## config.mk

```make
export PLATFORM = sky130hd
export DESIGN_NAME = ihls_seg_cell
export DESIGN_NICKNAME = d
export VERILOG_FILES = /design/src/rtl/ihls_seg_pkg.sv /design/src/rtl/ihls_seg_cell.sv
export SDC_FILE = /design/constraint.sdc
export NUM_CORES = 1
export LEC_CHECK = 0
export BUFFER_PORTS_ARGS = -buffer_cell sky130_fd_sc_hd__buf_2
export CORE_UTILIZATION = 45
export DETAILED_ROUTE_END_ITERATION = 8
export HOLD_SLACK_MARGIN = 0.03
export MAX_ROUTING_LAYER = met4
export PLACE_DENSITY = 0.79
export SYNTH_ARGS = -nofsm -noshare
export SYNTH_HDL_FRONTEND = slang
export SYNTH_SLANG_ARGS = --single-unit
```

## constraint.sdc

```tcl
create_clock -name clk -period 4 [get_ports clk]
set_input_delay 0.2 -clock clk [delete_from_list [all_inputs] [get_ports clk]]
set_output_delay 0.2 -clock clk [all_outputs]
set_load 0.02 [all_outputs]
```

## src/rtl/ihls_seg_pkg.sv

```systemverilog
package ihls_seg_pkg;

  // datapath widths
  localparam int CORDIC_W  = 28;
  localparam int Z_W       = 26;
  localparam int ANGLE_W   = 24;
  localparam int ATAN_W    = 22;
  localparam int TABLE_LEN = 24;

  // angle units are 2*pi / 2^24
  localparam logic signed [Z_W-1:0] QUARTER_TURN = 26'sd4194304;
  localparam logic signed [Z_W-1:0] HALF_TURN    = 26'sd8388608;
  localparam logic [ANGLE_W:0]      TURN_UNITS   = 25'd16777216;

  // sqrt(3) in Q16 and luminance weights in Q0.16
  localparam logic [16:0] SQRT3_Q16 = 17'd113512;
  localparam logic [15:0] LUM_R     = 16'd13933;
  localparam logic [15:0] LUM_G     = 16'd46871;
  localparam logic [15:0] LUM_B     = 16'd4732;

  localparam logic [7:0] HUE_PI = 8'd127;

  // register reset values
  localparam logic [7:0] RST_RED_GATE     = 8'd180;
  localparam logic [7:0] RST_RED_HUE_LOW  = 8'd15;
  localparam logic [7:0] RST_RED_HUE_HIGH = 8'd183;
  localparam logic [7:0] RST_RED_SAT_MIN  = 8'd16;
  localparam logic [7:0] RST_BLUE_HUE_MIN = 8'd143;
  localparam logic [7:0] RST_BLUE_SAT_MIN = 8'd36;

  typedef enum logic [2:0] {
    REG_RED_GATE     = 3'd0,
    REG_RED_HUE_LOW  = 3'd1,
    REG_RED_HUE_HIGH = 3'd2,
    REG_RED_SAT_MIN  = 3'd3,
    REG_BLUE_HUE_MIN = 3'd4,
    REG_BLUE_SAT_MIN = 3'd5
  } reg_index_t;

  typedef struct packed {
    logic signed [CORDIC_W-1:0] x;
    logic signed [CORDIC_W-1:0] y;
    logic signed [Z_W-1:0]      z;
  } vec_t;

  // values that ride along with the rotation
  typedef struct packed {
    logic [7:0] sat;
    logic [7:0] lum;
    logic       flat;
    logic       neg_x;
    logic       b_gt_g;
  } side_t;

  typedef struct packed {
    vec_t  vec;
    side_t side;
  } stage_t;

  typedef struct packed {
    logic [7:0] red_hue_low;
    logic [7:0] red_hue_high;
    logic [7:0] red_sat_min;
    logic [7:0] blue_hue_min;
    logic [7:0] blue_sat_min;
  } mask_cfg_t;

  // atan(2^-i) in angle units, rounded
  function automatic logic [ATAN_W-1:0] atan_units(input logic [4:0] i);
    logic [ATAN_W-1:0] v;
    case (i)
      5'd0:    v = 22'd2097152;
      5'd1:    v = 22'd1238021;
      5'd2:    v = 22'd654136;
      5'd3:    v = 22'd332050;
      5'd4:    v = 22'd166669;
      5'd5:    v = 22'd83416;
      5'd6:    v = 22'd41718;
      5'd7:    v = 22'd20860;
      5'd8:    v = 22'd10430;
      5'd9:    v = 22'd5215;
      5'd10:   v = 22'd2608;
      5'd11:   v = 22'd1304;
      5'd12:   v = 22'd652;
      5'd13:   v = 22'd326;
      5'd14:   v = 22'd163;
      5'd15:   v = 22'd81;
      5'd16:   v = 22'd41;
      5'd17:   v = 22'd20;
      5'd18:   v = 22'd10;
      5'd19:   v = 22'd5;
      5'd20:   v = 22'd3;
      5'd21:   v = 22'd1;
      5'd22:   v = 22'd1;
      default: v = 22'd0;
    endcase
    return v;
  endfunction

endpackage

```

## src/rtl/ihls_seg_cell.sv

```systemverilog
module ihls_seg_cell #(
  parameter int SHIFT = 0
) (
  input  logic                  clk,
  input  logic                  rst,
  input  logic                  in_valid,
  input  ihls_seg_pkg::stage_t  in_data,
  output logic                  up_ready,
  input  logic                  down_ready,
  output logic                  valid,
  output ihls_seg_pkg::stage_t  data
);
  import ihls_seg_pkg::*;

  localparam logic signed [Z_W-1:0] ATAN_STEP =
    $signed(Z_W'(atan_units(5'(SHIFT))));

  logic signed [CORDIC_W-1:0] dx, dy;
  stage_t                     data_next;

  // one micro-rotation toward the x axis
  always_comb begin
    dx        = in_data.vec.y >>> SHIFT;
    dy        = in_data.vec.x >>> SHIFT;
    data_next = in_data;
    if (in_data.vec.y > 0) begin
      data_next.vec.x = in_data.vec.x + dx;
      data_next.vec.y = in_data.vec.y - dy;
      data_next.vec.z = in_data.vec.z + ATAN_STEP;
    end else if (in_data.vec.y < 0) begin
      data_next.vec.x = in_data.vec.x - dx;
      data_next.vec.y = in_data.vec.y + dy;
      data_next.vec.z = in_data.vec.z - ATAN_STEP;
    end
  end

  assign up_ready = !valid || down_ready;

  always_ff @(posedge clk) begin
    if (rst) begin
      valid <= 1'b0;
    end else if (up_ready) begin
      valid <= in_valid;
    end
  end

  always_ff @(posedge clk) begin
    if (up_ready && in_valid) begin
      data <= data_next;
    end
  end

endmodule

```

==> qor.yml, run 1 <==
outcome:
  outcome: "finished clean"
sta:
  fin_setup_tns_ns: 0
  hold_viol_final: 0
  slew_violations: 0
  layout_setup_ws_ns: 0.908
  fin_crit_sh: 0.773
  fin_skew_ns: 0.00710
  rsz0062_at_grt: "no"
  worstMarginPinSlew_ns: 0.800
  period_needed_ns: 3.09
  fmax_ghz: 0.323
  setup_viol: 0
  whs_ns: 0.0826
  relSlewSlack: 0.462
global_route:
  antenna_found_initial: 3
  track_usage: 0.304
  grt_start_max_net_pins: 51
  grt-ovfl-total: 0
  grt_first_pass_wirelength_um: 44400
  grt_pass1_vias: 8010
cells_and_area:
  final_cell_mix: "buf_2 (207), edfxtp_1 (101), a21oi_1 (99)"
  drive_gt1_frac: 0.235
  utilization: 0.565
  syn_to_final_growth_pct: 22.8
  instances_no_fill: 1401
  fin_area_um2: 10600
  fin_nets: 1358
  final_common_cell: "buf_2"
cts:
  clock_sinks: 102
  clock_latency_ns: 0.37
  cts_tree: "yes"
  max-clock-path-buffers: 2
  htree_levels: 3
  cts_buffers: 9
  root_buffer: "clkbuf_16"
  postCtsSetupRepairBufs: 0
  path_clk_slew_ns: 0.08
worst_setup_path:
  cp_top_family: "compound AO/OA/AOI/OAI gates"
  crit_fanout: 16
  cp-start-kind: "primary input"
  required_ns: 4.10
  reg2reg_from: "valid"
  critical_path_buf_inv_count: 2
  critical_path.cell_chain: "buf_2 -> inv_1 -> ha_1 -> and4_1 -> nand3_1 -> a21oi_1 -> o311ai_1 -> a31oi_1 -> a221o_1 -> a41oi_2 -> a22oi_1 -> a31oi_1"
  crit_type: "primary input to register"
  rrSetupSlack_ns: 2.26
  cp.arrival_ns: 3.19
  path_common_cell: "a31oi_1"
  critical_path.max_stage_delay_ns: 0.59
  setup.worst_path.end_class: "register"
  r2r_end: "data[15]"
  cp_slowest_cell: "ha_1"
  r2r_cells: 3
routing:
  vias_per_cell: 6.08
  ant_nets: 0
  drt_iter0_drc: 878
  vias: 8515
  drc_errors: 0
  routed_wl_um: 29400
  routedWlPerCell_um: 21.0
  drtPass1Iterations: 6
power_and_ir_drop:
  power.leakage_nw: 4.66
  max-vdd-ir-drop_uv: 228
  fin_total_pwr_mw: 3.53
  p_per_area_nw_per_um2: 334
hold_path:
  worstHoldPathType: "primary input to register"
  hp-start: "in_valid"
  hold_depth: 3
  hold_end: "valid"
synth:
  syn-num-nets: 1136
  ys_ff_latch: 102
  ys_seq_area_frac: 0.355
  synth_cells: 937
  yosysTopAreaCellShare: 0.352
  synth_area_per_cell_um2: 9.19
  yosys.area.top_type: "edfxtp_1"
  synth_flop_cell: "edfxtp_1"
  yosys_warnings: 0
  async_reset_ff_frac: 0
  synth_edf_count: 101
  synth.area.top_cells: "edfxtp_1 (35%), ha_1 (13%), a21oi_1 (5.8%), inv_1 (3.4%), nor2_1 (2.9%)"
  yosys.cell_types.count: 78
  synth.cell_area_um2: 8610
floorplan:
  die_h_um: 140
  start_util: 0.460
  ioPinCount: 208
  dieWidth_um: 140
  dieArea_um2: 19700
  row_count: 50
  core-area_um2: 18700
placed_design:
  placed_cell_area_um2: 9850
  pre_cts_slack_ns: 0.695
  gp_congestion: 1.00
  hpwl_um: 21300
  io_buffers: 207
  place_inst: 1341
flow_run:
  maxCapViolCount: 0
[how the worst max path moves through the flow]
stage                           start  endpoint  slack [ns]  cells past startpoint
after global routing      in_data[61]  data[98]        0.74                     11
after CTS                 in_data[57]  data[98]        1.06                     12
after detailed placement  in_data[57]  data[98]        0.70                     12
after floorplan                 valid   data[0]        0.53                      2
final                     in_data[56]  data[98]        0.91                     12
after global placement    in_data[61]  data[98]        0.71                     11
[state kept, by name, indices dropped and copies added, names as in the netlist]
name	count
data	101
valid	1
[layout make-up]
type | instances | area (µm²)
clock inverter | 6 | 63.8
sequential | 102 | 3050
inverter | 85 | 319
fill | 1660 | 8130
clock buffer | 10 | 239
multi-input combinational | 699 | 5040
antenna | 3 | 7.51
timing repair buffer | 262 | 1560
tap | 234 | 293
[worst reg2reg max path: stages (launching register included)]
cell and delay (ns):
dfxtp_1 0.31, nand2b_1 0.11, and2_4 0.47, buf_4 0.49
[metal layers]
layer | share of wire | global-route usage
met5 | 0 | -
met4 | 0.050 | 0.171
met3 | 0.088 | 0.0438
met2 | 0.45 | 0.463
met1 | 0.42 | 0.386
[logic make-up after synthesis]
logic type                 after synthesis  share of synthesized area
AOI/OAI and AO/OA                      360                      0.293
and+or+nand+nor                        213                      0.118
buffers and inverters                  136                     0.0618
DFF                                    102                      0.355
adders and majority gates               94                      0.139
xor gates and xnor gates                25                     0.0254
muxes                                    7                    0.00843
[cells in the mapped netlist (9+ instances only)]
library cell  number
edfxtp_1         101
a21oi_1           99
ha_1              91
inv_1             77
nor2_1            67
nand2_1           56
clkbuf_1          34
o21ai_0           34
a21o_1            24
o21bai_1          21
o22ai_1           21
a221oi_1          19
xnor2_1           18
a31oi_1           16
nor3_1            14
nand3_1           13
nor4_1            11
o21ai_1           11
a211oi_1          10
o221ai_1          10
nor2b_1            9
o211ai_1           9
[power by group]
group	internal, mW	total, mW	switching, mW	leakage, nW
clock	0.458	0.921	0.463	0.146
combinational	0.465	1.28	0.813	3.53
sequential	1.31	1.33	0.0270	0.987
total	2.23	3.53	1.30	4.66
[what timing repair did]
item                      CTS  global route
hold buffers               41             0
hold endpoints to repair   41             0
gates resized for setup     0             0
(Power assumes the default switching activity.)
==> run 2, diff against run 1 <==
- ABC_AREA: not set -> 1
- PLACE_DENSITY: 0.79 -> 0.77
- clock period: 4 -> 3.06 ns (I/O delays scaled with it)
==> run 2 against run 1 <==
Net effect:
- non-clock buffer count decreased by 9
- core utilization decreased by 1.6 points
- area after synthesis increased by 19%
- total power increased by 39%
- clock skew increased by 0.013 ns
- clock power increased by 43%
- register-to-register slack got worse by 0.59 ns
- critical path depth decreased by 5
- final area increased by 15%
- die area increased by 19%
- highest routed layer unchanged
==> qor.yml, run 2 <==
outcome:
  outcome: "finished clean"  # unchanged
synth:
  yosys.cell_types.count: 42  # was 78
  synth_cells: 1474  # was 937
  synth_edf_count: 101  # unchanged
  synth.area.top_cells: "edfxtp_1 (29%), nand2_1 (17%), ha_1 (11%), inv_1 (9.3%), nand3_1 (6.2%)"  # was edfxtp_1 (35%), ha_1 (13%), a21oi_1 (5.8%), inv_1 (3.4%), nor2_1 (2.9%)
  synth_area_per_cell_um2: 6.98  # was 9.19 µm²
  synthTopCellsByCount: "nand2_1 (465), inv_1 (254), nand3_1 (128)"  # was edfxtp_1 (101), a21oi_1 (99), ha_1 (91)
  synth_most_common_cell: "nand2_1"  # was edfxtp_1
  yosys_warnings: 0  # unchanged
  syn-num-nets: 1673  # was 1,136
  async_reset_ff_frac: 0  # unchanged
  synth.cell_area_um2: 10300  # was 8610 µm²
  ys_ff_latch: 102  # unchanged
  yosysTopAreaCellShare: 0.295  # was 0.352
  yosys.area.top_type: "edfxtp_1"  # unchanged
  synth_flop_cell: "edfxtp_1"  # unchanged
  ys_seq_area_frac: 0.297  # was 0.355
global_route:
  grt-ovfl-total: 0  # unchanged
  grt_pass1_vias: 10160  # was 8,010
  track_usage: 0.309  # was 0.304
  grt_first_pass_wirelength_um: 54100  # was 44,400 µm
  antenna_found_initial: 1  # was 3
  grt_start_max_net_pins: 102  # was 51
cts:
  root_buffer: "clkbuf_16"  # unchanged
  clock_sinks: 102  # unchanged
  clock_latency_ns: 0.38  # was 0.37 ns
  cts-resized-gates: 0  # unchanged
  max-clock-path-buffers: 2  # unchanged
  path_clk_slew_ns: 0.10  # was 0.08 ns
  htree_levels: 3  # unchanged
  cts_buffers: 9  # unchanged
  cts_tree: "yes"  # unchanged
floorplan:
  ioPinCount: 208  # unchanged
  die_h_um: 153  # was 140 µm
  row_count: 54  # was 50
  start_util: 0.466  # was 0.460
  dieArea_um2: 23500  # was 19,700 µm²
  core-area_um2: 22100  # was 18,700 µm²
  dieWidth_um: 153  # was 140 µm
sta:
  relSlewSlack: 0.138  # was 0.462
  fmax_ghz: 0.432
  fin_skew_ns: 0.0197  # was 0.00710 ns
  fin_setup_tns_ns: 0  # unchanged
  worstMarginPinSlew_ns: 1.29  # was 0.800 ns
  period_needed_ns: 2.31
  hold_viol_final: 0  # unchanged
  fin_crit_sh: 0.756
  setup_viol: 0  # unchanged
  slew_violations: 0  # unchanged
  whs_ns: 0.0968  # was 0.0826 ns
  rsz0062_at_grt: "no"  # unchanged
placed_design:
  placed_cell_area_um2: 11400  # was 9850 µm²
  io_buffers: 207  # unchanged
  hpwl_um: 27600  # was 21,300 µm
  gp_congestion: 1.02  # was 1.00
worst_setup_path:
  crit_type: "primary input to register"  # unchanged
  cp_top_family: "simple AND/OR/NAND/NOR gates"  # was compound AO/OA/AOI/OAI gates
  path_common_cell: "nor2_4"  # was a31oi_1
  critical_path.max_stage_delay_ns: 0.96  # was 0.59 ns
  crit_fanout: 43  # was 16
  setup.worst_path.end_class: "register"  # unchanged
  cp_slowest_cell: "nor2_4"  # was ha_1
  critical_path_buf_inv_count: 1  # was 2
  cp-start-kind: "primary input"  # unchanged
  required_ns: 3.25  # was 4.10 ns
  cp.arrival_ns: 2.50  # was 3.19 ns
  critical_path.cell_chain: "buf_2 -> nor3_1 -> nand3_1 -> nor2_4 -> nor2_4 -> nand2_1 -> o21ai_1"  # was buf_2 -> inv_1 -> ha_1 -> and4_1 -> nand3_1 -> a21oi_1 -> o311ai_1 -> a31oi_1 -> a221o_1 -> a41oi_2 -> a22oi_1 -> a31oi_1
cells_and_area:
  utilization: 0.550  # was 0.565
  final_common_cell: "nand2_1"  # was buf_2
  final_cell_mix: "nand2_1 (465), inv_1 (254), buf_2 (207)"  # was buf_2 (207), edfxtp_1 (101), a21oi_1 (99)
  syn_to_final_growth_pct: 18.1  # was 22.8%
  fin_area_um2: 12100  # was 10,600 µm²
  fin_nets: 1898  # was 1,358
  top_regs: "data (101), valid (1)"  # unchanged
  largest-register: "data"  # unchanged
  largest_reg_flops: 101  # unchanged
  drive_gt1_frac: 0.191  # was 0.235
flow_run:
  maxCapViolCount: 0  # unchanged
power_and_ir_drop:
  max-vdd-ir-drop_uv: 271  # was 228 µV
  p_per_area_nw_per_um2: 405  # was 334 nW/µm²
  power.leakage_nw: 6.30  # was 4.66 nW
  fin_total_pwr_mw: 4.92  # was 3.53 mW
routing:
  vias_per_cell: 5.21  # was 6.08
  ant_nets: 0  # unchanged
  routedWlPerCell_um: 17.7  # was 21.0 µm
  routed_wl_um: 35100  # was 29,400 µm
  drc_errors: 0  # unchanged
  vias: 10349  # was 8,515
  drt_iter0_drc: 756  # was 878
  drtPass1Iterations: 5  # was 6
hold_path:
  worstHoldPathType: "primary input to register"  # unchanged
[run 2: cell count changes in the layout (fill, tap and decap cells not counted), sizes merged, moves of 17 or more]
cell,delta
a31oi,-17
nor2,+38
o22ai,-18
inv,+191
a21o,-23
nand2,+428
xor2,+23
a221oi,-21
nand3,+119
a21oi,-28
[run 2: per-stage QoR]
step                setup slack (ns)  std cells
floorplan                      0.522       1474
detailed placement             0.390       1927
CTS                            0.795       1984
global placement               0.427       1927
finish                         0.747       1985
global route                   0.634       1985
[run 2: per-layer routing]
layer	part of all wire	up-vias	global-route usage	wire, µm
li1	-	5125	-	-
met1	0.45	4726	0.394	15800
met2	0.45	422	0.496	15800
met3	0.059	76	0.0388	2060
met4	0.040	0	0.127	1400
met5	0	-	-	0
[run 2: worst min-delay path, cell delays in order]
cell,delay [ns]
buf_2,0.08
inv_1,0.06
a21oi_1,0.13
[run 2: path summary, 6_finish.rpt]
check | slack (ns) | cells after the start | startpoint | end
worst max-delay path | 0.75 | 7 | in_data[72] | data[66]
worst min-delay path | 0.1 | 3 | in_valid | valid
worst max register to register | 1.67 | 2 | valid | data[73]
worst min register to register | 0.54 | 2 | valid | valid
[run 2: cells by family after synthesis]
family / share of synthesized area
xor gates and xnor gates: 0.0281
adders and majority gates: 0.117
AOI/OAI and AO/OA: 0.0929
buffers and inverters: 0.131
and+or+nand+nor: 0.335
DFF: 0.297
[run 2: repair_timing]
item                                   4_1_cts  5_1_grt
buffers inserted                             0        0
hold buffers                                41        0
endpoints found under the hold margin       41        0
setup endpoints to repair                    0        0
[run 2: where the power goes]
group | switching, mW | leakage (nW) | internal, mW | total, mW
combinational | 1.27 | 5.15 | 0.595 | 1.86
clock | 0.657 | 0.158 | 0.666 | 1.32
sequential | 0.0317 | 0.990 | 1.71 | 1.74
[run 2: final cells by class]
| class | instances | area (µm²) |
|---|---|---|
| diodes | 1 | 2.50 |
| flip-flops and latches | 102 | 3050 |
| inverters | 272 | 1020 |
| clock buffers | 9 | 225 |
| multi-input cells | 1061 | 5900 |
| clock inverters | 7 | 95.1 |
| fillers | 2161 | 9950 |
| well taps | 280 | 350 |
| repair buffers | 253 | 1500 |
