===== config.mk =====
export PLATFORM = sky130hd
export DESIGN_NAME = ihls_seg_back
export DESIGN_NICKNAME = d
export VERILOG_FILES = /design/src/rtl/ihls_seg_pkg.sv /design/src/rtl/ihls_seg_back.sv
export SDC_FILE = /design/constraint.sdc
export NUM_CORES = 1
export LEC_CHECK = 0
export ABC_AREA = 0
export BUFFER_PORTS_ARGS = -buffer_cell sky130_fd_sc_hd__buf_2
export CAP_MARGIN = 20
export CORE_MARGIN = 4
export CORE_UTILIZATION = 45
export CTS_CLUSTER_SIZE = 28
export DETAILED_ROUTE_END_ITERATION = 10
export PLACE_DENSITY = 0.67
export SYNTH_ARGS = -nofsm -noshare
export SYNTH_HDL_FRONTEND = slang
export SYNTH_SLANG_ARGS = --single-unit

===== constraint.sdc =====
create_clock -name clk -period 15.2 [get_ports clk]
set_input_delay 4.56 -clock clk [delete_from_list [all_inputs] [get_ports clk]]
set_output_delay 4.56 -clock clk [all_outputs]
set_load 0.01 [all_outputs]

===== src/rtl/ihls_seg_pkg.sv =====
package ihls_seg_pkg;

  // datapath widths
  localparam int CORDIC_W  = 28;
  localparam int Z_W       = 26;
  localparam int ANGLE_W   = 24;
  localparam int ATAN_W    = 22;
  localparam int TABLE_LEN = 24;

  // angle units are 2*pi / 2^24
  localparam logic signed [Z_W-1:0] QUARTER_TURN = 26'sd4194304;
  localparam logic signed [Z_W-1:0] HALF_TURN    = 26'sd8388608;
  localparam logic [ANGLE_W:0]      TURN_UNITS   = 25'd16777216;

  // sqrt(3) in Q16 and luminance weights in Q0.16
  localparam logic [16:0] SQRT3_Q16 = 17'd113512;
  localparam logic [15:0] LUM_R     = 16'd13933;
  localparam logic [15:0] LUM_G     = 16'd46871;
  localparam logic [15:0] LUM_B     = 16'd4732;

  localparam logic [7:0] HUE_PI = 8'd127;

  // register reset values
  localparam logic [7:0] RST_RED_GATE     = 8'd180;
  localparam logic [7:0] RST_RED_HUE_LOW  = 8'd15;
  localparam logic [7:0] RST_RED_HUE_HIGH = 8'd183;
  localparam logic [7:0] RST_RED_SAT_MIN  = 8'd16;
  localparam logic [7:0] RST_BLUE_HUE_MIN = 8'd143;
  localparam logic [7:0] RST_BLUE_SAT_MIN = 8'd36;

  typedef enum logic [2:0] {
    REG_RED_GATE     = 3'd0,
    REG_RED_HUE_LOW  = 3'd1,
    REG_RED_HUE_HIGH = 3'd2,
    REG_RED_SAT_MIN  = 3'd3,
    REG_BLUE_HUE_MIN = 3'd4,
    REG_BLUE_SAT_MIN = 3'd5
  } reg_index_t;

  typedef struct packed {
    logic signed [CORDIC_W-1:0] x;
    logic signed [CORDIC_W-1:0] y;
    logic signed [Z_W-1:0]      z;
  } vec_t;

  // values that ride along with the rotation
  typedef struct packed {
    logic [7:0] sat;
    logic [7:0] lum;
    logic       flat;
    logic       neg_x;
    logic       b_gt_g;
  } side_t;

  typedef struct packed {
    vec_t  vec;
    side_t side;
  } stage_t;

  typedef struct packed {
    logic [7:0] red_hue_low;
    logic [7:0] red_hue_high;
    logic [7:0] red_sat_min;
    logic [7:0] blue_hue_min;
    logic [7:0] blue_sat_min;
  } mask_cfg_t;

  // atan(2^-i) in angle units, rounded
  function automatic logic [ATAN_W-1:0] atan_units(input logic [4:0] i);
    logic [ATAN_W-1:0] v;
    case (i)
      5'd0:    v = 22'd2097152;
      5'd1:    v = 22'd1238021;
      5'd2:    v = 22'd654136;
      5'd3:    v = 22'd332050;
      5'd4:    v = 22'd166669;
      5'd5:    v = 22'd83416;
      5'd6:    v = 22'd41718;
      5'd7:    v = 22'd20860;
      5'd8:    v = 22'd10430;
      5'd9:    v = 22'd5215;
      5'd10:   v = 22'd2608;
      5'd11:   v = 22'd1304;
      5'd12:   v = 22'd652;
      5'd13:   v = 22'd326;
      5'd14:   v = 22'd163;
      5'd15:   v = 22'd81;
      5'd16:   v = 22'd41;
      5'd17:   v = 22'd20;
      5'd18:   v = 22'd10;
      5'd19:   v = 22'd5;
      5'd20:   v = 22'd3;
      5'd21:   v = 22'd1;
      5'd22:   v = 22'd1;
      default: v = 22'd0;
    endcase
    return v;
  endfunction

endpackage


===== src/rtl/ihls_seg_back.sv =====
module ihls_seg_back (
  input  logic                      clk,
  input  logic                      rst,
  input  logic                      in_valid,
  input  ihls_seg_pkg::stage_t      in_data,
  input  ihls_seg_pkg::mask_cfg_t   cfg,
  output logic                      up_ready,
  output logic                      result_valid,
  input  logic                      result_stall,
  output logic [7:0]                saturation,
  output logic [7:0]                luminance,
  output logic [7:0]                hue,
  output logic                      red_mask,
  output logic                      blue_mask
);
  import ihls_seg_pkg::*;

  logic [ANGLE_W-1:0] theta;
  logic [ANGLE_W:0]   angle_wide;
  logic [ANGLE_W-1:0] angle;
  logic [31:0]        prod;
  logic [7:0]         hue_next;
  logic               red_next, blue_next;

  // clamp theta, mirror for blue over green, scale to 0..254, form the masks
  always_comb begin
    if (in_data.vec.z < 0) begin
      theta = '0;
    end else if (in_data.vec.z > HALF_TURN) begin
      theta = ANGLE_W'(HALF_TURN);
    end else begin
      theta = in_data.vec.z[ANGLE_W-1:0];
    end
    angle_wide = in_data.side.b_gt_g ? (TURN_UNITS - {1'b0, theta}) : {1'b0, theta};
    angle      = (angle_wide >= TURN_UNITS) ? (ANGLE_W'(TURN_UNITS - 25'd1))
                                            : angle_wide[ANGLE_W-1:0];
    prod       = 32'(angle) * 32'd255;
    if (in_data.side.flat) begin
      hue_next = in_data.side.neg_x ? HUE_PI : 8'd0;
    end else begin
      hue_next = prod[31:24];
    end
    red_next  = (hue_next < cfg.red_hue_low) ||
                ((hue_next > cfg.red_hue_high) && (in_data.side.sat > cfg.red_sat_min));
    blue_next = (hue_next > cfg.blue_hue_min) && (in_data.side.sat > cfg.blue_sat_min);
  end

  assign up_ready = !result_valid || !result_stall;

  // output register
  always_ff @(posedge clk) begin
    if (rst) begin
      result_valid <= 1'b0;
    end else if (up_ready) begin
      result_valid <= in_valid;
    end
  end

  always_ff @(posedge clk) begin
    if (up_ready && in_valid) begin
      saturation <= in_data.side.sat;
      luminance  <= in_data.side.lum;
      hue        <= hue_next;
      red_mask   <= red_next;
      blue_mask  <= blue_next;
    end
  end

endmodule


==> flow_summary.toml, run 1 <==
[timing]
tns_ps = 0
finalClockSkew_ps = 0.703
drv_slew = 0
max_freq_mhz = 72.7
post-route-min-period_ps = 13750
slew-limit-headroom_pct = 37.7
worst_slack_ps = 1450
holdWs_ps = 531
tightest_slew_ps = 930
hold_violations = 0
rsz0062_at_grt = "false"
setup_viol = 0
period_share_pct = 90.5

[global_route]
grt_pass1_vias = 5745
grt_max_degree = 29
antenna_found_initial = 0
grt_overflow_total = 0
grt.total_usage_pct = 19.0
grt_pass1_wl_mm = 27.8

[finish]
ff_latch_area_um2 = 801
layout-drive-gt1-share_pct = 17.9
multiInputGateArea_mm2 = 0.00541
syn2layout_area_growth_pct = 13.1
finalNetCount = 1240
fillers = 1453
num_antenna_cells = 0

[detailed_routing]
wire_per_inst_um = 14.8
dr.pass1.iters = 4
vias = 5572
vias_per_cell = 5.10
drc = 0
drtIter0Drc = 195
ant_nets = 0
drt-total-wl_mm = 16.2

[power_and_ir_drop]
comb_power_share_pct = 86.2
ir_drop_mv = 0.110
fin_total_pwr_uw = 1200
p_int_uw = 571
clock_power_share_pct = 5.0
total_leakage_power_uw = 0.00421
power.density_mw_per_mm2 = 151
p_seq_share_pct = 8.8
switchingPower_uw = 624
swShare_pct = 52.2

[die]
die_y_um = 133
start_util_pct = 46.0
fp.dieW_um = 133
dieArea_mm2 = 0.0176
rows = 45
ios = 173
core_region_area_mm2 = 0.0152

[status]
status = "finished, final reports clean"

[synthesis]
yosysWarnings = 0
netlist_top_cells_area = "fa_1, ha_1, edfxtp_1"
synth_cell_types = 76
synth_compound_area_share_pct = 16.1
synthMuxAreaShare_pct = 0.608
synth_cells = 791
synth_simple_gate_area_share_pct = 11.7
syn_area_mm2 = 0.00700
synth_top_family_by_area = "adder cells"
syn_avg_cell_area_um2 = 8.85
ys.flop_type = "edfxtp_1"
synthAdderAreaFrac_pct = 43.5
ys_seq_area_share_pct = 11.4
async_flop_share_pct = 0
synth_top_cell_area_share_pct = 25.2
synth.net_count = 1125
synthXorXnorAreaFrac_pct = 5.36
ys_ff_latch = 27
synth_edf_count = 26
yosysTopAreaCell = "fa_1"

[critical_path]
crit_required_ps = 15190
worstPathArrival_ps = 13750
path_common_cell = "ha_1"
cp_slowest_cell = "fa_1"
critPathBufInv = 5
crit_path_max_fanout = 19
cp_top_family = "adder cells"
path_class = "primary input to flip-flop"
cp_slowest_stage_delay_ps = 540
startpoint_type = "primary input"
endpoint_kind = "flip-flop"

[cts]
post_cts_buffers = 0
root_buffer = "clkbuf_16"
cts_sinks = 27
cts_resized = 0
hold_buffers = 0
clk_pin_slew_worst_paths_ps = 60
cts_buffers = 3
cts_tree = "done"
clock_latency_ps = 260
cts_buffer_depth = 2
h-tree-depth = 1

[placement]
pre_cts_slack_ps = 1180
dp_hpwl_mm = 14.4
place_congestion = 0.857
port_buffers = 116

[min_path]
hp-class = "flip-flop to flip-flop"

[job]
cap_violations = 0
-- sequential cells by signal (all words and copies together), names as in the netlist --
name,count
blue_mask,1
luminance,8
result_valid,1
saturation,8
hue,8
red_mask,1
-- final timing paths --
path | endpoint | startpoint | cells after the start | slack, ps
max | red_mask$_DFFE_PP_ | in_data[34] | 35 | 1450
min | result_valid$_SDFFE_PP0N_ | result_valid$_SDFFE_PP0N_ | 2 | 530
max reg2reg | red_mask$_DFFE_PP_ | result_valid$_SDFFE_PP0N_ | 3 | 13820
min reg2reg | result_valid$_SDFFE_PP0N_ | result_valid$_SDFFE_PP0N_ | 2 | 530
-- per-stage QoR --
step | util (%) | cell area [um^2] | std cells
final | 52.1 | 7920 | 1093
after global routing | 52.1 | 7920 | 1093
after CTS | 52.1 | 7920 | 1093
after detailed placement | 51.6 | 7840 | 1089
after global placement | 51.3 | 7800 | 1087
after floorplan | - | 7000 | 791
-- per-layer routing --
metal | global-route usage [%] | vias to the layer above | share of wire (%)
met2 | 34.9 | 76 | 52
li1 | - | 2849 | -
met4 | 3.98 | 0 | 1.8
met3 | 1.83 | 22 | 2.5
met5 | 0 | - | 0
met1 | 24.3 | 2625 | 43
-- synthesized netlist by cell type (all sizes together) (3+ instances only) --
cell type    n
nor3b        3
xnor2       18
clkbuf       9
edfxtp      26
o211ai       7
o21ai       43
a31oi        6
nor3        13
and2         5
or2          8
a22oi        3
o31ai        9
a21boi       4
buf          5
o21a         8
nor4         5
nor2        33
or3          3
o41ai        3
o221ai       3
nor2b        5
nand3       15
nand4        9
xor2        24
a21oi       43
a21o        22
and3         3
nand2b       7
ha         101
fa          88
nand2       38
inv        195
-- worst register-to-register path, stage by stage (launching register included) --
cell and delay, ps:
dfxtp_1 320, nand2_1 70, and2_1 470, buf_16 230
-- final cells by class --
type                    instances  share of cell area [%]
repair buffers                124                    8.31
well taps                     188                    2.97
inverters                     195                    9.24
clock inverters                 1                  0.0632
flip-flops and latches         27                    10.1
clock buffers                   3                   0.948
multi-input cells             555                    68.3
-- power by group through the flow --
stage / Combinational, uW / Sequential [uW] / Clock, uW
floorplan: 771 / 115 / 0
global placement: 1020 / 107 / 0
detailed placement: 1040 / 107 / 0
CTS: 1050 / 105 / 60.5
global route: 1210 / 106 / 64.3
finish: 1030 / 105 / 59.2
-- cell usage in the layout, fill, tap and decap left out, drive strengths merged, types with 6 or more instances in the layout --
cell,instances
xnor2,18
nand4,9
o21ai,43
inv,195
fa,88
nand2b,7
a21oi,43
a31oi,6
xor2,24
o21a,8
or2,8
edfxtp,26
o31ai,9
nand2,38
a21o,22
nor2,33
nand3,15
o211ai,7
buf,124
ha,101
nor3,13
-- cells by family after synthesis --
family                   after synthesis
AND/OR/NAND/NOR                      153
flip-flops                            27
AO/OA/AOI/OAI                        165
multiplexers                           4
XOR/XNOR                              42
buffers and inverters                209
adder cells (fa/ha/maj)              191
Note: power is estimated with default switching activity, not from simulation.
==> run 2, diff against run 1 <==
--- a/config.mk
+++ b/config.mk
@@ -9,10 +9,10 @@
 export BUFFER_PORTS_ARGS = -buffer_cell sky130_fd_sc_hd__buf_2
 export CAP_MARGIN = 20
 export CORE_MARGIN = 4
-export CORE_UTILIZATION = 45
+export CORE_UTILIZATION = 55
 export CTS_CLUSTER_SIZE = 28
 export DETAILED_ROUTE_END_ITERATION = 10
-export PLACE_DENSITY = 0.67
+export PLACE_DENSITY = 0.8
 export SYNTH_ARGS = -nofsm -noshare
 export SYNTH_HDL_FRONTEND = slang
 export SYNTH_SLANG_ARGS = --single-unit
==> flow_summary.toml, run 2 (synthesis results as in run 1) <==
[detailed_routing]
vias_per_cell = 5.37
wire_per_inst_um = 14.6
wl_met3_um = 610
dr.pass1.iters = 6
wl_met1_mm = 6.80
top_layer = "met4"
vias = 5753
drc = 0
drt-total-wl_mm = 15.7
ant_nets = 0
met2_length_mm = 8.05
drtIter0Drc = 202

[timing]
drv_slew = 0
period_share_pct = 92.1
post-route-min-period_ps = 14000
slew-limit-headroom_pct = 37.4
max_freq_mhz = 71.4
hold_violations = 0
holdWs_ps = 533
worst_slack_ps = 1200
tns_ps = 0
setup_viol = 0
finalClockSkew_ps = 3.44
rsz0062_at_grt = "false"
tightest_slew_ps = 935

[critical_path]
cp_slowest_cell = "fa_1"
endpoint_kind = "flip-flop"
cp_top_family = "adder cells"
cp_slowest_stage_delay_ps = 550
path_class = "primary input to flip-flop"
worstPathArrival_ps = 13980
startpoint_type = "primary input"
path_common_cell = "inv_1"
critPathBufInv = 8
crit_path_max_fanout = 19
crit_required_ps = 15180

[global_route]
grt_pass1_wl_mm = 26.9
grt_overflow_total = 0
grt_pass1_vias = 5795
grt.total_usage_pct = 22.5
grt_max_degree = 29
antenna_found_initial = 0

[finish]
num_antenna_cells = 0
syn2layout_area_growth_pct = 12.7
final_cell_mix = "inv_1, buf_2, ha_1"
top_regs = "hue x8, luminance x8, saturation x8"
finalNetCount = 1239
utilization_pct = 64.6
final_common_cell = "inv_1"
layout-drive-gt1-share_pct = 17.8

[placement]
place_congestion = 0.935
pre_cts_slack_ps = 860
port_buffers = 116
dp_hpwl_mm = 14.0

[power_and_ir_drop]
ir_drop_mv = 0.176
power.density_mw_per_mm2 = 152
fin_total_pwr_uw = 1200
total_leakage_power_uw = 0.00420

[cts]
clock_latency_ps = 260
hold_buffers = 0
clk_pin_slew_worst_paths_ps = 70
post_cts_buffers = 0
root_buffer = "clkbuf_16"
h-tree-depth = 1
cts_sinks = 27
cts_buffers = 3
cts_buffer_depth = 2
cts_resized = 0
cts_tree = "done"

[status]
status = "finished, final reports clean"

[die]
dieArea_mm2 = 0.0146
rows = 40
fp.dieW_um = 121
die_y_um = 121
ios = 173
core_region_area_mm2 = 0.0122
start_util_pct = 57.3

[min_path]
hp-class = "flip-flop to flip-flop"

[job]
cap_violations = 0
## run 2: cell types whose count changed in the layout (fill, tap and decap cells not counted), sizes merged
cell      delta
buf          -1
clkinv       -1
clkinvlp     +1
## run 2: area by class of cell
class,instances,area (um^2)
Inverter,195,732
Timing Repair Buffer,123,651
Fill cell,1059,4320
Clock buffer,3,75.1
Clock inverter,1,7.51
Sequential cell,27,801
Multi-Input combinational cell,555,5410
Tap cell,168,210
## run 2: worst paths after layout
kind	startpoint	to	slack [ps]	cells past startpoint
min	result_valid$_SDFFE_PP0N_	result_valid$_SDFFE_PP0N_	530	2
max reg2reg	result_valid$_SDFFE_PP0N_	hue[0]$_DFFE_PP_	13930	3
max	in_data[34]	red_mask$_DFFE_PP_	1200	40
min reg2reg	result_valid$_SDFFE_PP0N_	result_valid$_SDFFE_PP0N_	530	2
## run 2: worst reg2reg max path, delay by kind of cell (launching register included)
family        cells  cell delay [ps]
flops             1              320
simple gates      2              430
buf+inv           1              220
## run 2: through the flow
step | cells | cell area, um^2
5_1_grt | 1072 | 7890
3_5_place_dp | 1066 | 7770
4_1_cts | 1070 | 7860
2_1_floorplan | 791 | 7000
3_3_place_gp | 1066 | 7770
6_report | 1072 | 7890
## run 2: routing by layer
metal / GRT usage, % / vias up
met4: 3.40 / 0
met5: 0 / -
li1: - / 2845
met1: 29.7 / 2755
met3: 2.39 / 23
met2: 40.7 / 130
## run 2: where the power goes
part / internal, uW / switching, uW
sequential: 103 / 2.82
combinational: 433 / 597
clock: 35.8 / 24.2
total: 571 / 624
==> run 3, diff against run 2 <==
--- a/config.mk
+++ b/config.mk
@@ -9,10 +9,10 @@
 export BUFFER_PORTS_ARGS = -buffer_cell sky130_fd_sc_hd__buf_2
 export CAP_MARGIN = 20
 export CORE_MARGIN = 4
-export CORE_UTILIZATION = 55
+export CORE_UTILIZATION = 56
 export CTS_CLUSTER_SIZE = 28
 export DETAILED_ROUTE_END_ITERATION = 10
-export PLACE_DENSITY = 0.8
+export PLACE_DENSITY = 0.81
 export SYNTH_ARGS = -nofsm -noshare
 export SYNTH_HDL_FRONTEND = slang
 export SYNTH_SLANG_ARGS = --single-unit
==> flow_summary.toml, run 3 (synthesis results as in run 1) <==
[cts]
hold_buffers = 0
cts_tree = "done"
h-tree-depth = 1
cts_buffer_depth = 2
cts_resized = 0
post_cts_buffers = 0
root_buffer = "clkbuf_16"
clock_latency_ps = 260
cts_buffers = 3
cts_sinks = 27
clk_pin_slew_worst_paths_ps = 60

[die]
die_y_um = 120
dieArea_mm2 = 0.0144
fp.dieW_um = 120
ios = 173
core_region_area_mm2 = 0.0121
rows = 40
start_util_pct = 57.8

[min_path]
hp-class = "flip-flop to flip-flop"
whs_path_depth = 2

[detailed_routing]
drtIter0Drc = 223
vias_per_cell = 5.36
drt-total-wl_mm = 16.3
wire_per_inst_um = 15.1
ant_nets = 0
dr.pass1.iters = 6
vias = 5751
drc = 0

[power_and_ir_drop]
comb_power_share_pct = 86.4
swShare_pct = 52.4
total_leakage_power_uw = 0.00421
ir_drop_mv = 0.114
p_int_uw = 573
power.density_mw_per_mm2 = 153
clock_power_share_pct = 4.8
fin_total_pwr_uw = 1210
p_seq_share_pct = 8.8
switchingPower_uw = 632

[finish]
fillers = 1040
layout-drive-gt1-share_pct = 17.9
num_antenna_cells = 0
final_cell_mix = "inv_1, buf_2, ha_1"
syn2layout_area_growth_pct = 12.7
top_regs = "hue x8, luminance x8, saturation x8"
utilization_pct = 65.2
finalNetCount = 1240
final_common_cell = "inv_1"

[critical_path]
reg2reg_depth = 3
endpoint_kind = "flip-flop"
crit_path_max_fanout = 19
cp_slowest_cell = "fa_1"
worstPathArrival_ps = 13990
path_common_cell = "inv_1"
cp_slowest_stage_delay_ps = 600
path_class = "primary input to flip-flop"
crit_required_ps = 15180
startpoint_type = "primary input"

[timing]
slew-limit-headroom_pct = 48.0
drv_slew = 0
tns_ps = 0
rsz0062_at_grt = "false"
post-route-min-period_ps = 14010
finalClockSkew_ps = 2.32
period_share_pct = 92.2
setup_viol = 0
worst_slack_ps = 1190
max_freq_mhz = 71.4
tightest_slew_ps = 771
hold_violations = 0

[global_route]
grt_max_degree = 29
grt_pass1_vias = 6046
grt.total_usage_pct = 23.5
antenna_found_initial = 0
grt_pass1_wl_mm = 27.6
grt_overflow_total = 0

[placement]
pre_cts_slack_ps = 898
dp_hpwl_mm = 14.4
port_buffers = 116
place_congestion = 0.932

[status]
status = "finished, final reports clean"

[job]
cap_violations = 0
## run 3: metrics by stage
stage,instances,hold WS [ps],cell area [um^2]
2_1_floorplan,791,537,7000
3_3_place_gp,1067,491,7780
3_5_place_dp,1067,523,7780
4_1_cts,1071,538,7860
5_1_grt,1073,619,7890
6_report,1073,532,7890
## run 3: area by class of cell
class                      instances  area [um^2]  share of cell area (%)
multi-input combinational        555         5410                    68.6
timing repair buffer             124          658                    8.34
clock inverter                     1         5.00                  0.0634
sequential                        27          801                    10.1
inverter                         195          732                    9.27
tap                              168          210                    2.66
clock buffer                       3         75.1                   0.951
## run 3: power by group through the flow
| stage | Combinational [uW] | Clock, uW | Sequential, uW |
|---|---|---|---|
| 6_report | 1040 | 57.7 | 106 |
| 5_1_grt | 1220 | 62.0 | 107 |
| 4_1_cts | 1050 | 59.0 | 106 |
| 3_5_place_dp | 1040 | 0 | 107 |
| 3_3_place_gp | 1000 | 0 | 107 |
| 2_1_floorplan | 771 | 0 | 115 |
## run 3: critical path, delay by kind of cell
kind | cells | cell delay, ps
AOI/OAI and AO/OA | 16 | 3610
adders and majority gates | 7 | 3260
and+or+nand+nor | 5 | 1420
buffers and inverters | 8 | 1110
## run 3: worst paths after layout
path,startpoint,to,slack (ps)
setup / recovery,in_data[34],red_mask$_DFFE_PP_,1190
hold / removal,result_valid$_SDFFE_PP0N_,result_valid$_SDFFE_PP0N_,530
setup reg to reg,result_valid$_SDFFE_PP0N_,saturation[7]$_DFFE_PP_,13990
hold reg to reg,result_valid$_SDFFE_PP0N_,result_valid$_SDFFE_PP0N_,530
## run 3: metal layers
metal / part of all wire [%] / global-route usage [%]
met5: 0 / 0
met4: 1.9 / 4.80
met3: 4.4 / 2.87
met2: 53 / 44.7
met1: 41 / 28.5
