**src/rtl/ihls_seg_pkg.sv**
```systemverilog
package ihls_seg_pkg;

  // datapath widths
  localparam int CORDIC_W  = 28;
  localparam int Z_W       = 26;
  localparam int ANGLE_W   = 24;
  localparam int ATAN_W    = 22;
  localparam int TABLE_LEN = 24;

  // angle units are 2*pi / 2^24
  localparam logic signed [Z_W-1:0] QUARTER_TURN = 26'sd4194304;
  localparam logic signed [Z_W-1:0] HALF_TURN    = 26'sd8388608;
  localparam logic [ANGLE_W:0]      TURN_UNITS   = 25'd16777216;

  // sqrt(3) in Q16 and luminance weights in Q0.16
  localparam logic [16:0] SQRT3_Q16 = 17'd113512;
  localparam logic [15:0] LUM_R     = 16'd13933;
  localparam logic [15:0] LUM_G     = 16'd46871;
  localparam logic [15:0] LUM_B     = 16'd4732;

  localparam logic [7:0] HUE_PI = 8'd127;

  // register reset values
  localparam logic [7:0] RST_RED_GATE     = 8'd180;
  localparam logic [7:0] RST_RED_HUE_LOW  = 8'd15;
  localparam logic [7:0] RST_RED_HUE_HIGH = 8'd183;
  localparam logic [7:0] RST_RED_SAT_MIN  = 8'd16;
  localparam logic [7:0] RST_BLUE_HUE_MIN = 8'd143;
  localparam logic [7:0] RST_BLUE_SAT_MIN = 8'd36;

  typedef enum logic [2:0] {
    REG_RED_GATE     = 3'd0,
    REG_RED_HUE_LOW  = 3'd1,
    REG_RED_HUE_HIGH = 3'd2,
    REG_RED_SAT_MIN  = 3'd3,
    REG_BLUE_HUE_MIN = 3'd4,
    REG_BLUE_SAT_MIN = 3'd5
  } reg_index_t;

  typedef struct packed {
    logic signed [CORDIC_W-1:0] x;
    logic signed [CORDIC_W-1:0] y;
    logic signed [Z_W-1:0]      z;
  } vec_t;

  // values that ride along with the rotation
  typedef struct packed {
    logic [7:0] sat;
    logic [7:0] lum;
    logic       flat;
    logic       neg_x;
    logic       b_gt_g;
  } side_t;

  typedef struct packed {
    vec_t  vec;
    side_t side;
  } stage_t;

  typedef struct packed {
    logic [7:0] red_hue_low;
    logic [7:0] red_hue_high;
    logic [7:0] red_sat_min;
    logic [7:0] blue_hue_min;
    logic [7:0] blue_sat_min;
  } mask_cfg_t;

  // atan(2^-i) in angle units, rounded
  function automatic logic [ATAN_W-1:0] atan_units(input logic [4:0] i);
    logic [ATAN_W-1:0] v;
    case (i)
      5'd0:    v = 22'd2097152;
      5'd1:    v = 22'd1238021;
      5'd2:    v = 22'd654136;
      5'd3:    v = 22'd332050;
      5'd4:    v = 22'd166669;
      5'd5:    v = 22'd83416;
      5'd6:    v = 22'd41718;
      5'd7:    v = 22'd20860;
      5'd8:    v = 22'd10430;
      5'd9:    v = 22'd5215;
      5'd10:   v = 22'd2608;
      5'd11:   v = 22'd1304;
      5'd12:   v = 22'd652;
      5'd13:   v = 22'd326;
      5'd14:   v = 22'd163;
      5'd15:   v = 22'd81;
      5'd16:   v = 22'd41;
      5'd17:   v = 22'd20;
      5'd18:   v = 22'd10;
      5'd19:   v = 22'd5;
      5'd20:   v = 22'd3;
      5'd21:   v = 22'd1;
      5'd22:   v = 22'd1;
      default: v = 22'd0;
    endcase
    return v;
  endfunction

endpackage

```
**src/rtl/ihls_seg_front.sv**
```systemverilog
module ihls_seg_front (
  input  logic                  clk,
  input  logic                  rst,
  input  logic                  in_valid,
  input  logic [7:0]            red,
  input  logic [7:0]            green,
  input  logic [7:0]            blue,
  input  logic [7:0]            red_gate,
  output logic                  up_ready,
  input  logic                  down_ready,
  output logic                  valid,
  output ihls_seg_pkg::stage_t  data
);
  import ihls_seg_pkg::*;

  logic [7:0]                 rg, gg, bg, mx, mn;
  logic [23:0]                lum_sum;
  logic signed [9:0]          x_small;
  logic signed [8:0]          d;
  logic [7:0]                 ad;
  logic [24:0]                y_mag;
  logic signed [CORDIC_W-1:0] x0, y0;
  stage_t                     data_next;

  // gate, saturation, luminance and the starting vector
  always_comb begin
    if (red < red_gate) begin
      rg = 8'd0;
      gg = 8'd0;
      bg = 8'd0;
    end else begin
      rg = red;
      gg = green;
      bg = blue;
    end
    mx = rg;
    if (gg > mx) mx = gg;
    if (bg > mx) mx = bg;
    mn = rg;
    if (gg < mn) mn = gg;
    if (bg < mn) mn = bg;
    lum_sum = 24'(LUM_R) * 24'(rg) + 24'(LUM_G) * 24'(gg) + 24'(LUM_B) * 24'(bg);
    x_small = $signed({1'b0, rg, 1'b0}) - $signed({2'b0, gg}) - $signed({2'b0, bg});
    d       = $signed({1'b0, gg}) - $signed({1'b0, bg});
    ad      = (d < 0) ? 8'(-d) : d[7:0];
    y_mag   = 25'(ad) * 25'(SQRT3_Q16);
    x0      = CORDIC_W'(x_small) <<< 16;
    y0      = $signed(CORDIC_W'(y_mag));

    data_next.side.sat    = mx - mn;
    data_next.side.lum    = lum_sum[23:16];
    data_next.side.flat   = (d == 9'sd0);
    data_next.side.neg_x  = (x_small < 0);
    data_next.side.b_gt_g = (bg > gg);
    // left half plane: turn by -pi/2 first
    if (x0 < 0) begin
      data_next.vec.x = y0;
      data_next.vec.y = -x0;
      data_next.vec.z = QUARTER_TURN;
    end else begin
      data_next.vec.x = x0;
      data_next.vec.y = y0;
      data_next.vec.z = '0;
    end
  end

  assign up_ready = !valid || down_ready;

  // stage register
  always_ff @(posedge clk) begin
    if (rst) begin
      valid <= 1'b0;
    end else if (up_ready) begin
      valid <= in_valid;
    end
  end

  always_ff @(posedge clk) begin
    if (up_ready && in_valid) begin
      data <= data_next;
    end
  end

endmodule

```
**config.mk**
```make
export PLATFORM = sky130hd
export DESIGN_NAME = ihls_seg_front
export DESIGN_NICKNAME = d
export VERILOG_FILES = /design/src/rtl/ihls_seg_pkg.sv /design/src/rtl/ihls_seg_front.sv
export SDC_FILE = /design/constraint.sdc
export NUM_CORES = 1
export LEC_CHECK = 0
export BUFFER_PORTS_ARGS = -buffer_cell sky130_fd_sc_hd__buf_2
export CAP_MARGIN = 20
export CORE_MARGIN = 5
export CORE_UTILIZATION = 60
export CTS_CLUSTER_DIAMETER = 100
export DETAILED_ROUTE_END_ITERATION = 10
export GPL_ROUTABILITY_DRIVEN = 0
export PLACE_DENSITY_LB_ADDON = 0.2
export SETUP_SLACK_MARGIN = 0.2
export SLEW_MARGIN = 10
export SYNTH_ARGS = -nofsm -noshare
export SYNTH_HDL_FRONTEND = slang
export SYNTH_SLANG_ARGS = --single-unit
```
**constraint.sdc**
```tcl
create_clock -name clk -period 20.2 [get_ports clk]
set_input_delay 4.04 -clock clk [delete_from_list [all_inputs] [get_ports clk]]
set_output_delay 4.04 -clock clk [all_outputs]
set_load 0.02 [all_outputs]
```
==> results.py, run 1 <==
metrics = {
    "worst_setup_path": {
        "cp.required_ns": 20.30,
        "crit_path_max_incr_delay_ns": 0.78,
        "critPathLaunch": "red[6]",
        "crit_top_cell": "fa_1",
        "worstReg2RegStart": "valid",
        "critPathBufInv": 6,
        "crit_type": "in -> reg",
        "path_delay_family": "adder cells",
        "worstSetupEndpointType": "flip-flop",
        "arrival_ns": 14.06,
        "slowest_stage": "a2111oi_0",
        "cp_max_fo": 30,
        "start_kind": "primary input",
    },
    "grt": {
        "grt_max_degree": 59,
        "grt_pass1_vias": 10034,
        "grt_use_total_pct": 24.6,
        "antenna_found_initial": 0,
        "grt_overflow_total": 0,
        "grt_pass1_wl_um": 50300,
    },
    "drt": {
        "dr_total_vias": 9554,
        "avgViaCountPerCell": 5.42,
        "routed_wl_um": 30800,
        "antenna_left": 0,
        "drtPass1Iterations": 5,
        "drt_iter0_drc": 549,
        "avgRoutedWirePerCell_um": 17.5,
        "drc": 0,
    },
    "synthesis": {
        "synth_warnings": 0,
        "synth_ff_type": "edfxtp_1",
        "synth_edf_count": 67,
        "synthArstFlopShare_pct": 0,
        "yosysUniqueCellTypes": 68,
        "netlist_area_um2": 13400,
        "syn_area_per_cell_um2": 9.80,
        "synth_area_leader_cell": "fa_1",
        "synthCells": 1371,
        "synth_seq_area_share_pct": 15.1,
        "synth_top_cell_area_share_pct": 27.1,
        "synth_seq_cells": 68,
        "synth.area.top_cells": "fa_1, ha_1, edfxtp_1",
    },
    "status": {
        "status": "finished, final reports clean",
    },
    "sta": {
        "setup_viol": 0,
        "final-hold-violation-count": 0,
        "tightest_slew_ns": 1.03,
        "fin_crit_sh_pct": 69.1,
        "fin_crit_ns": 13.96,
        "rsz0062_at_grt": "false",
        "skew_ns": 0.00823,
        "slew_viol_final": 0,
        "slew_headroom_pct": 30.8,
        "setup_tns_ns": 0,
        "max_clock_freq_mhz": 71.6,
    },
    "layout": {
        "diodes": 0,
        "finalCoreUtilization_pct": 65.8,
        "syn_to_final_growth_pct": 7.56,
        "nNetsFinal": 1948,
        "fillerInstances": 1827,
        "drive_gt1_share_pct": 10.4,
    },
    "clocking": {
        "clockRootBuffer": "clkbuf_16",
        "clock_path_buffers": 2,
        "cts_tree": "yes",
        "cts_setup_buffers": 0,
        "cts_hold_buf": 0,
        "numCtsBuffers": 9,
        "cts_resized": 0,
        "htree_num_levels": 3,
        "clk-insertion-delay-late_ns": 0.35,
        "clk_pin_slew_ns": 0.06,
        "cts.sinks": 68,
    },
    "floorplanning": {
        "fp.dieH_um": 160,
        "dieArea_um2": 25500,
        "start_util_pct": 61.2,
        "die_x_um": 160,
        "core-area_um2": 22000,
        "fp-row-count": 54,
        "ios": 139,
    },
    "placement": {
        "dp_hpwl_um": 26700,
        "port_buffers": 107,
    },
    "job": {
        "drv_cap": 0,
    },
    "min_path": {
        "worstHoldPathType": "reg -> reg",
        "min-delay-start": "valid",
    },
}
==> worst register-to-register path, cell delays in order, from the launching register on <==
cell and delay [ns]:
dfxtp_1 0.30, nand2b_1 0.09, and2_2 0.32, buf_4 0.64
==> cells by family after synthesis <==
logic type	Yosys count	synth area share, %
muxes	17	1.37
DFF	68	15.1
and+or+nand+nor	221	7.85
adders and majority gates	434	50.6
xor gates and xnor gates	74	4.88
AOI/OAI and AO/OA	179	8.67
other	1	0.0279
buffers and inverters	377	11.5
==> layer usage <==
layer | GRT usage, % | part of all wire (%)
met5 | 0 | 0
met4 | 9.39 | 3.4
met3 | 3.97 | 5.7
met2 | 42.9 | 50
met1 | 30.8 | 41
==> cell type report <==
class,count,area [µm²],share of cell area (%)
clock inverters,6,62.6,0.433
well taps,280,350,2.42
flip-flops and latches,68,2030,14.1
clock buffers,10,229,1.58
inverters,330,1240,8.57
repair buffers,110,558,3.86
multi-input cells,959,9980,69.1
==> state kept, by name (all words and copies together) (netlist names) <==
signal / cells
data: 67
valid: 1
==> stage by stage <==
stage / hold WS (ns) / instance area (µm²) / std cells / worst slack (ns)
6_report: 0.504 / 14500 / 1763 / 6.24
5_1_grt: 0.554 / 14500 / 1763 / 5.66
4_1_cts: 0.505 / 14500 / 1763 / 6.45
3_5_place_dp: 0.497 / 14200 / 1747 / 6.15
3_3_place_gp: 0.488 / 14200 / 1747 / 6.39
2_1_floorplan: 0.729 / 13600 / 1404 / 7.36
==> layout by cell type (no fill, tap or decap), types with 5 or more instances in the layout <==
master | synthesis | final
nor2_1 | 75 | 75
clkbuf_16 | 0 | 9
nor2b_1 | 6 | 6
a21oi_1 | 64 | 64
or2_2 | 5 | 5
mux2i_1 | 6 | 6
xnor2_1 | 52 | 52
and2_1 | 18 | 17
edfxtp_1 | 67 | 67
o21a_1 | 9 | 9
o21ai_0 | 33 | 33
xor2_1 | 21 | 21
buf_2 | 4 | 107
nand2b_1 | 12 | 12
nor3_1 | 17 | 17
a31oi_1 | 5 | 5
mux2_2 | 11 | 11
o21bai_1 | 13 | 13
inv_1 | 329 | 329
conb_1 | 1 | 34
nand3_1 | 7 | 7
a21o_1 | 18 | 18
and3_1 | 6 | 6
ha_1 | 252 | 252
fa_1 | 182 | 182
nand2_1 | 59 | 59
==> worst paths after layout <==
path         cells past startpoint       end  slack (ns)
min reg2reg                      2     valid        0.50
max reg2reg                      3   data[3]       18.42
max                             34  data[10]        6.24
min                              2     valid        0.50
==> synthesized netlist by cell type (all sizes together) (7+ instances only) <==
cell type	n
inv	330
ha	252
fa	182
nor2	75
edfxtp	67
a21oi	66
nand2	59
xnor2	53
buf	41
o21ai	34
xor2	21
and2	19
a21o	18
nor3	18
o21bai	13
nand2b	12
mux2	11
o21a	9
nand3	7
Power of run 1 is left out: the tool's default activity adds up to more than one toggle a clock period on the data nets, which glitch-free logic cannot reach.
==> inputs of run 2 (changes only) <==
- CORE_UTILIZATION: 60 -> 56
- clock period: 20.2 -> 12.3 ns (I/O delays scaled with it)
==> results.py, run 2 (synthesis results as in run 1) <==
metrics = {
    "sta": {
        "slew_headroom_pct": 43.0,
        "final-hold-violation-count": 0,
        "setup_viol": 0,
        "fin_crit_ns": 11.47,
        "tightest_slew_ns": 0.855,
        "whs_ns": 0.502,
        "layout_setup_ws_ns": 0.830,
        "setup_tns_ns": 0,
        "max_clock_freq_mhz": 87.2,
        "skew_ns": 0.00732,
        "rsz0062_at_grt": "false",
        "slew_viol_final": 0,
        "fin_crit_sh_pct": 93.3,
    },
    "layout": {
        "syn_to_final_growth_pct": 8.90,
        "diodes": 0,
        "reg_top3": "data x67, valid x1",
        "regMostFlops": "data",
        "drive_gt1_share_pct": 11.6,
        "final_common_cell": "inv_1",
        "regArea_um2": 2030,
        "finalCoreUtilization_pct": 62.2,
        "largest_reg_flops": 67,
        "fillerInstances": 2050,
        "multi_input_area_um2": 9980,
        "nNetsFinal": 1965,
        "mostFrequentLayoutCells": "inv_1, ha_1, fa_1",
    },
    "drt": {
        "avgRoutedWirePerCell_um": 16.7,
        "routed_wl_um": 30400,
        "antenna_left": 0,
        "dr_total_vias": 9396,
        "drt_iter0_drc": 505,
        "avgViaCountPerCell": 5.17,
        "drc": 0,
        "drtPass1Iterations": 4,
    },
    "worst_setup_path": {
        "worstReg2RegStart": "valid",
        "crit_path_max_incr_delay_ns": 0.55,
        "reg2regPathDepth": 3,
        "slowest_stage": "fa_1",
        "start_kind": "primary input",
        "cp.required_ns": 12.39,
        "arrival_ns": 11.56,
        "crit_top_cell": "fa_1",
        "r2r-end": "data[5]",
        "crit_type": "in -> reg",
        "cp_max_fo": 20,
        "worstSetupEndpointType": "flip-flop",
        "r2r_slack_ns": 10.69,
    },
    "grt": {
        "grt_use_total_pct": 23.5,
        "antenna_found_initial": 0,
        "grt_pass1_vias": 9624,
        "grt_overflow_total": 0,
        "grt_max_degree": 68,
        "grt_pass1_wl_um": 49400,
    },
    "floorplanning": {
        "ios": 139,
        "die_x_um": 165,
        "fp-row-count": 56,
        "start_util_pct": 57.1,
        "dieArea_um2": 27200,
        "core-area_um2": 23500,
        "fp.dieH_um": 165,
    },
    "job": {
        "drv_cap": 0,
    },
    "clocking": {
        "clk-insertion-delay-late_ns": 0.34,
        "htree_num_levels": 3,
        "cts_tree": "yes",
        "clock_path_buffers": 2,
        "numCtsBuffers": 9,
        "clockRootBuffer": "clkbuf_16",
        "cts.sinks": 68,
        "clk_pin_slew_ns": 0.06,
    },
    "status": {
        "status": "finished, final reports clean",
    },
    "placement": {
        "pre_cts_ws_ns": 0.276,
        "dp_hpwl_um": 26600,
        "port_buffers": 107,
    },
    "min_path": {
        "hold_path_depth": 2,
        "min_to": "valid",
        "worstHoldPathType": "reg -> reg",
        "min-delay-start": "valid",
    },
}
## run 2: how the worst max path moves through the flow
stage,depth (start not counted),end,startpoint
after floorplan,42,data[10],red_gate[6]
after global placement,37,data[10],red[6]
after detailed placement,40,data[10],red[6]
after CTS,40,data[10],red[6]
after global routing,36,data[10],red[6]
final,38,data[10],red[6]
## run 2: per-layer routing
layer  up-vias  GRT usage [%]  share of wire, %
li1       4575              -                 -
met1      4509           30.2                41
met2       260           40.3                50
met3        52           4.49               5.9
met4         0           6.92               2.7
met5         -              0                 0
## run 2: critical path: cells and delay by family
kind	cells	cell delay [ns]
adder cells (fa/ha/maj)	12	4.95
AO/OA/AOI/OAI	13	2.66
AND/OR/NAND/NOR	5	0.82
buffers and inverters	6	0.47
XOR/XNOR	2	0.18
## run 2: repair_timing
action / CTS / global route
gates resized for setup: 0 / 1
setup endpoints to repair: 0 / 1
hold buffers: 0 / 0
setup buffers: 0 / 0
## run 2: final cells by class
type,instances,share of cell area [%]
well taps,319,2.73
clock inverters,6,0.453
clock buffers,10,1.56
multi-input cells,959,68.2
inverters,330,8.46
repair buffers,127,4.68
flip-flops and latches,68,13.9
## run 2: metrics by stage
step | cells | instance area (µm²)
5_1_grt | 1819 | 14600
4_1_cts | 1819 | 14600
6_report | 1819 | 14600
3_5_place_dp | 1803 | 14300
3_3_place_gp | 1803 | 14300
2_1_floorplan | 1404 | 13600
Power of run 2 is left out for the same reason.
==> inputs of run 3 (changes only) <==
- CELL_PAD_IN_SITES_DETAIL_PLACEMENT: not set -> 1
- CELL_PAD_IN_SITES_GLOBAL_PLACEMENT: not set -> 1
- CORE_UTILIZATION: 56 -> 44
==> results.py, run 3 (synthesis results as in run 1) <==
metrics = {
    "floorplanning": {
        "die_x_um": 185,
        "ios": 139,
        "dieArea_um2": 34100,
        "core-area_um2": 30300,
        "fp-row-count": 64,
        "start_util_pct": 44.3,
        "fp.dieH_um": 185,
    },
    "worst_setup_path": {
        "r2r-end": "data[3]",
        "path_delay_family": "adder cells",
        "slowest_stage": "fa_1",
        "worstReg2RegStart": "valid",
        "reg2regPathDepth": 3,
        "critPathBufInv": 6,
        "crit_top_cell": "fa_1",
        "crit_path_max_incr_delay_ns": 0.54,
        "cp.required_ns": 12.39,
        "start_kind": "primary input",
        "worstSetupEndpointType": "flip-flop",
        "crit_type": "in -> reg",
        "arrival_ns": 11.55,
        "r2r_slack_ns": 10.61,
        "cp_max_fo": 17,
    },
    "layout": {
        "nNetsFinal": 1971,
        "fillerInstances": 3520,
        "diodes": 0,
        "final_common_cell": "inv_1",
        "syn_to_final_growth_pct": 10.1,
        "largest_reg_flops": 67,
        "drive_gt1_share_pct": 12.0,
        "regMostFlops": "data",
        "mostFrequentLayoutCells": "inv_1, ha_1, fa_1",
        "reg_top3": "data x67, valid x1",
    },
    "sta": {
        "skew_ns": 0.0108,
        "fin_crit_ns": 11.46,
        "fin_crit_sh_pct": 93.2,
        "final-hold-violation-count": 0,
        "setup_viol": 0,
        "tightest_slew_ns": 0.901,
        "setup_tns_ns": 0,
        "slew_headroom_pct": 39.9,
        "rsz0062_at_grt": "false",
        "max_clock_freq_mhz": 87.3,
        "slew_viol_final": 0,
    },
    "clocking": {
        "cts_setup_buffers": 0,
        "clockRootBuffer": "clkbuf_16",
        "numCtsBuffers": 9,
        "htree_num_levels": 3,
        "cts.sinks": 68,
        "cts_tree": "yes",
        "clk_pin_slew_ns": 0.06,
        "clock_path_buffers": 2,
        "clk-insertion-delay-late_ns": 0.35,
    },
    "drt": {
        "antenna_left": 0,
        "avgRoutedWirePerCell_um": 18.3,
        "dr_total_vias": 9523,
        "top_layer": "met4",
        "drc": 0,
        "wl_met3_um": 1420,
        "drtPass1Iterations": 4,
        "wl_met2_um": 18000,
        "wl_met1_um": 14500,
        "routed_wl_um": 34700,
        "avgViaCountPerCell": 5.01,
        "drt_iter0_drc": 270,
    },
    "min_path": {
        "min_to": "valid",
        "min-delay-start": "valid",
        "worstHoldPathType": "reg -> reg",
        "hold_path_depth": 2,
    },
    "grt": {
        "antenna_found_initial": 0,
        "grt_overflow_total": 0,
        "grt_use_total_pct": 21.1,
        "grt_pass1_wl_um": 56000,
        "grt_max_degree": 68,
        "grt_pass1_vias": 10498,
    },
    "status": {
        "status": "finished, final reports clean",
    },
    "job": {
        "drv_cap": 0,
    },
    "placement": {
        "dp_hpwl_um": 30800,
        "port_buffers": 107,
    },
}
==> run 3: worst max-delay path by stage <==
stage,cells past startpoint,slack [ns],startpoint,endpoint
final,38,0.84,red[6],data[10]
after detailed placement,40,0.27,red[6],data[10]
after global routing,37,0.22,red[6],data[10]
after global placement,37,0.51,red[6],data[10]
after CTS,40,0.61,red[6],data[10]
after floorplan,42,1.04,red_gate[6],data[10]
==> run 3: layout make-up <==
type	instances	area, µm²	area share, %
Clock inverter	7	90.1	0.609
Inverter	330	1240	8.37
Sequential cell	68	2030	13.7
Tap cell	396	495	3.35
Clock buffer	9	225	1.52
Timing Repair Buffer	133	731	4.94
Multi-Input combinational cell	959	9990	67.5
==> run 3: stage by stage <==
stage | setup WS, ns | instances | hold WS (ns) | instance area [µm²] | util [%]
finish | 0.839 | 1902 | 0.525 | 14800 | 48.8
global route | 0.225 | 1902 | 0.571 | 14800 | 48.8
CTS | 0.606 | 1902 | 0.536 | 14800 | 48.8
detailed placement | 0.266 | 1886 | 0.525 | 14500 | 47.7
global placement | 0.506 | 1886 | 0.491 | 14500 | 47.7
floorplan | 1.04 | 1404 | 0.729 | 13600 | -
==> run 3: worst register-to-register path, delay by kind of cell, from the launching register on <==
family	cells	cell delay [ns]
flip-flops	1	0.31
AND/OR/NAND/NOR	2	0.26
buffers and inverters	1	0.68
==> run 3: timing repair <==
action / in CTS / in global routing
gates resized for setup: 0 / 2
hold buffers: 0 / 0
setup endpoints to repair: 0 / 4
==> run 3: routing by layer <==
| layer | global-route usage, % | up-vias |
|---|---|---|
| met3 | 2.35 | 41 |
| met1 | 26.8 | 4728 |
| met2 | 38.2 | 173 |
| li1 | - | 4581 |
| met4 | 5.90 | 0 |
| met5 | 0 | - |
Power of run 3 is left out for the same reason.
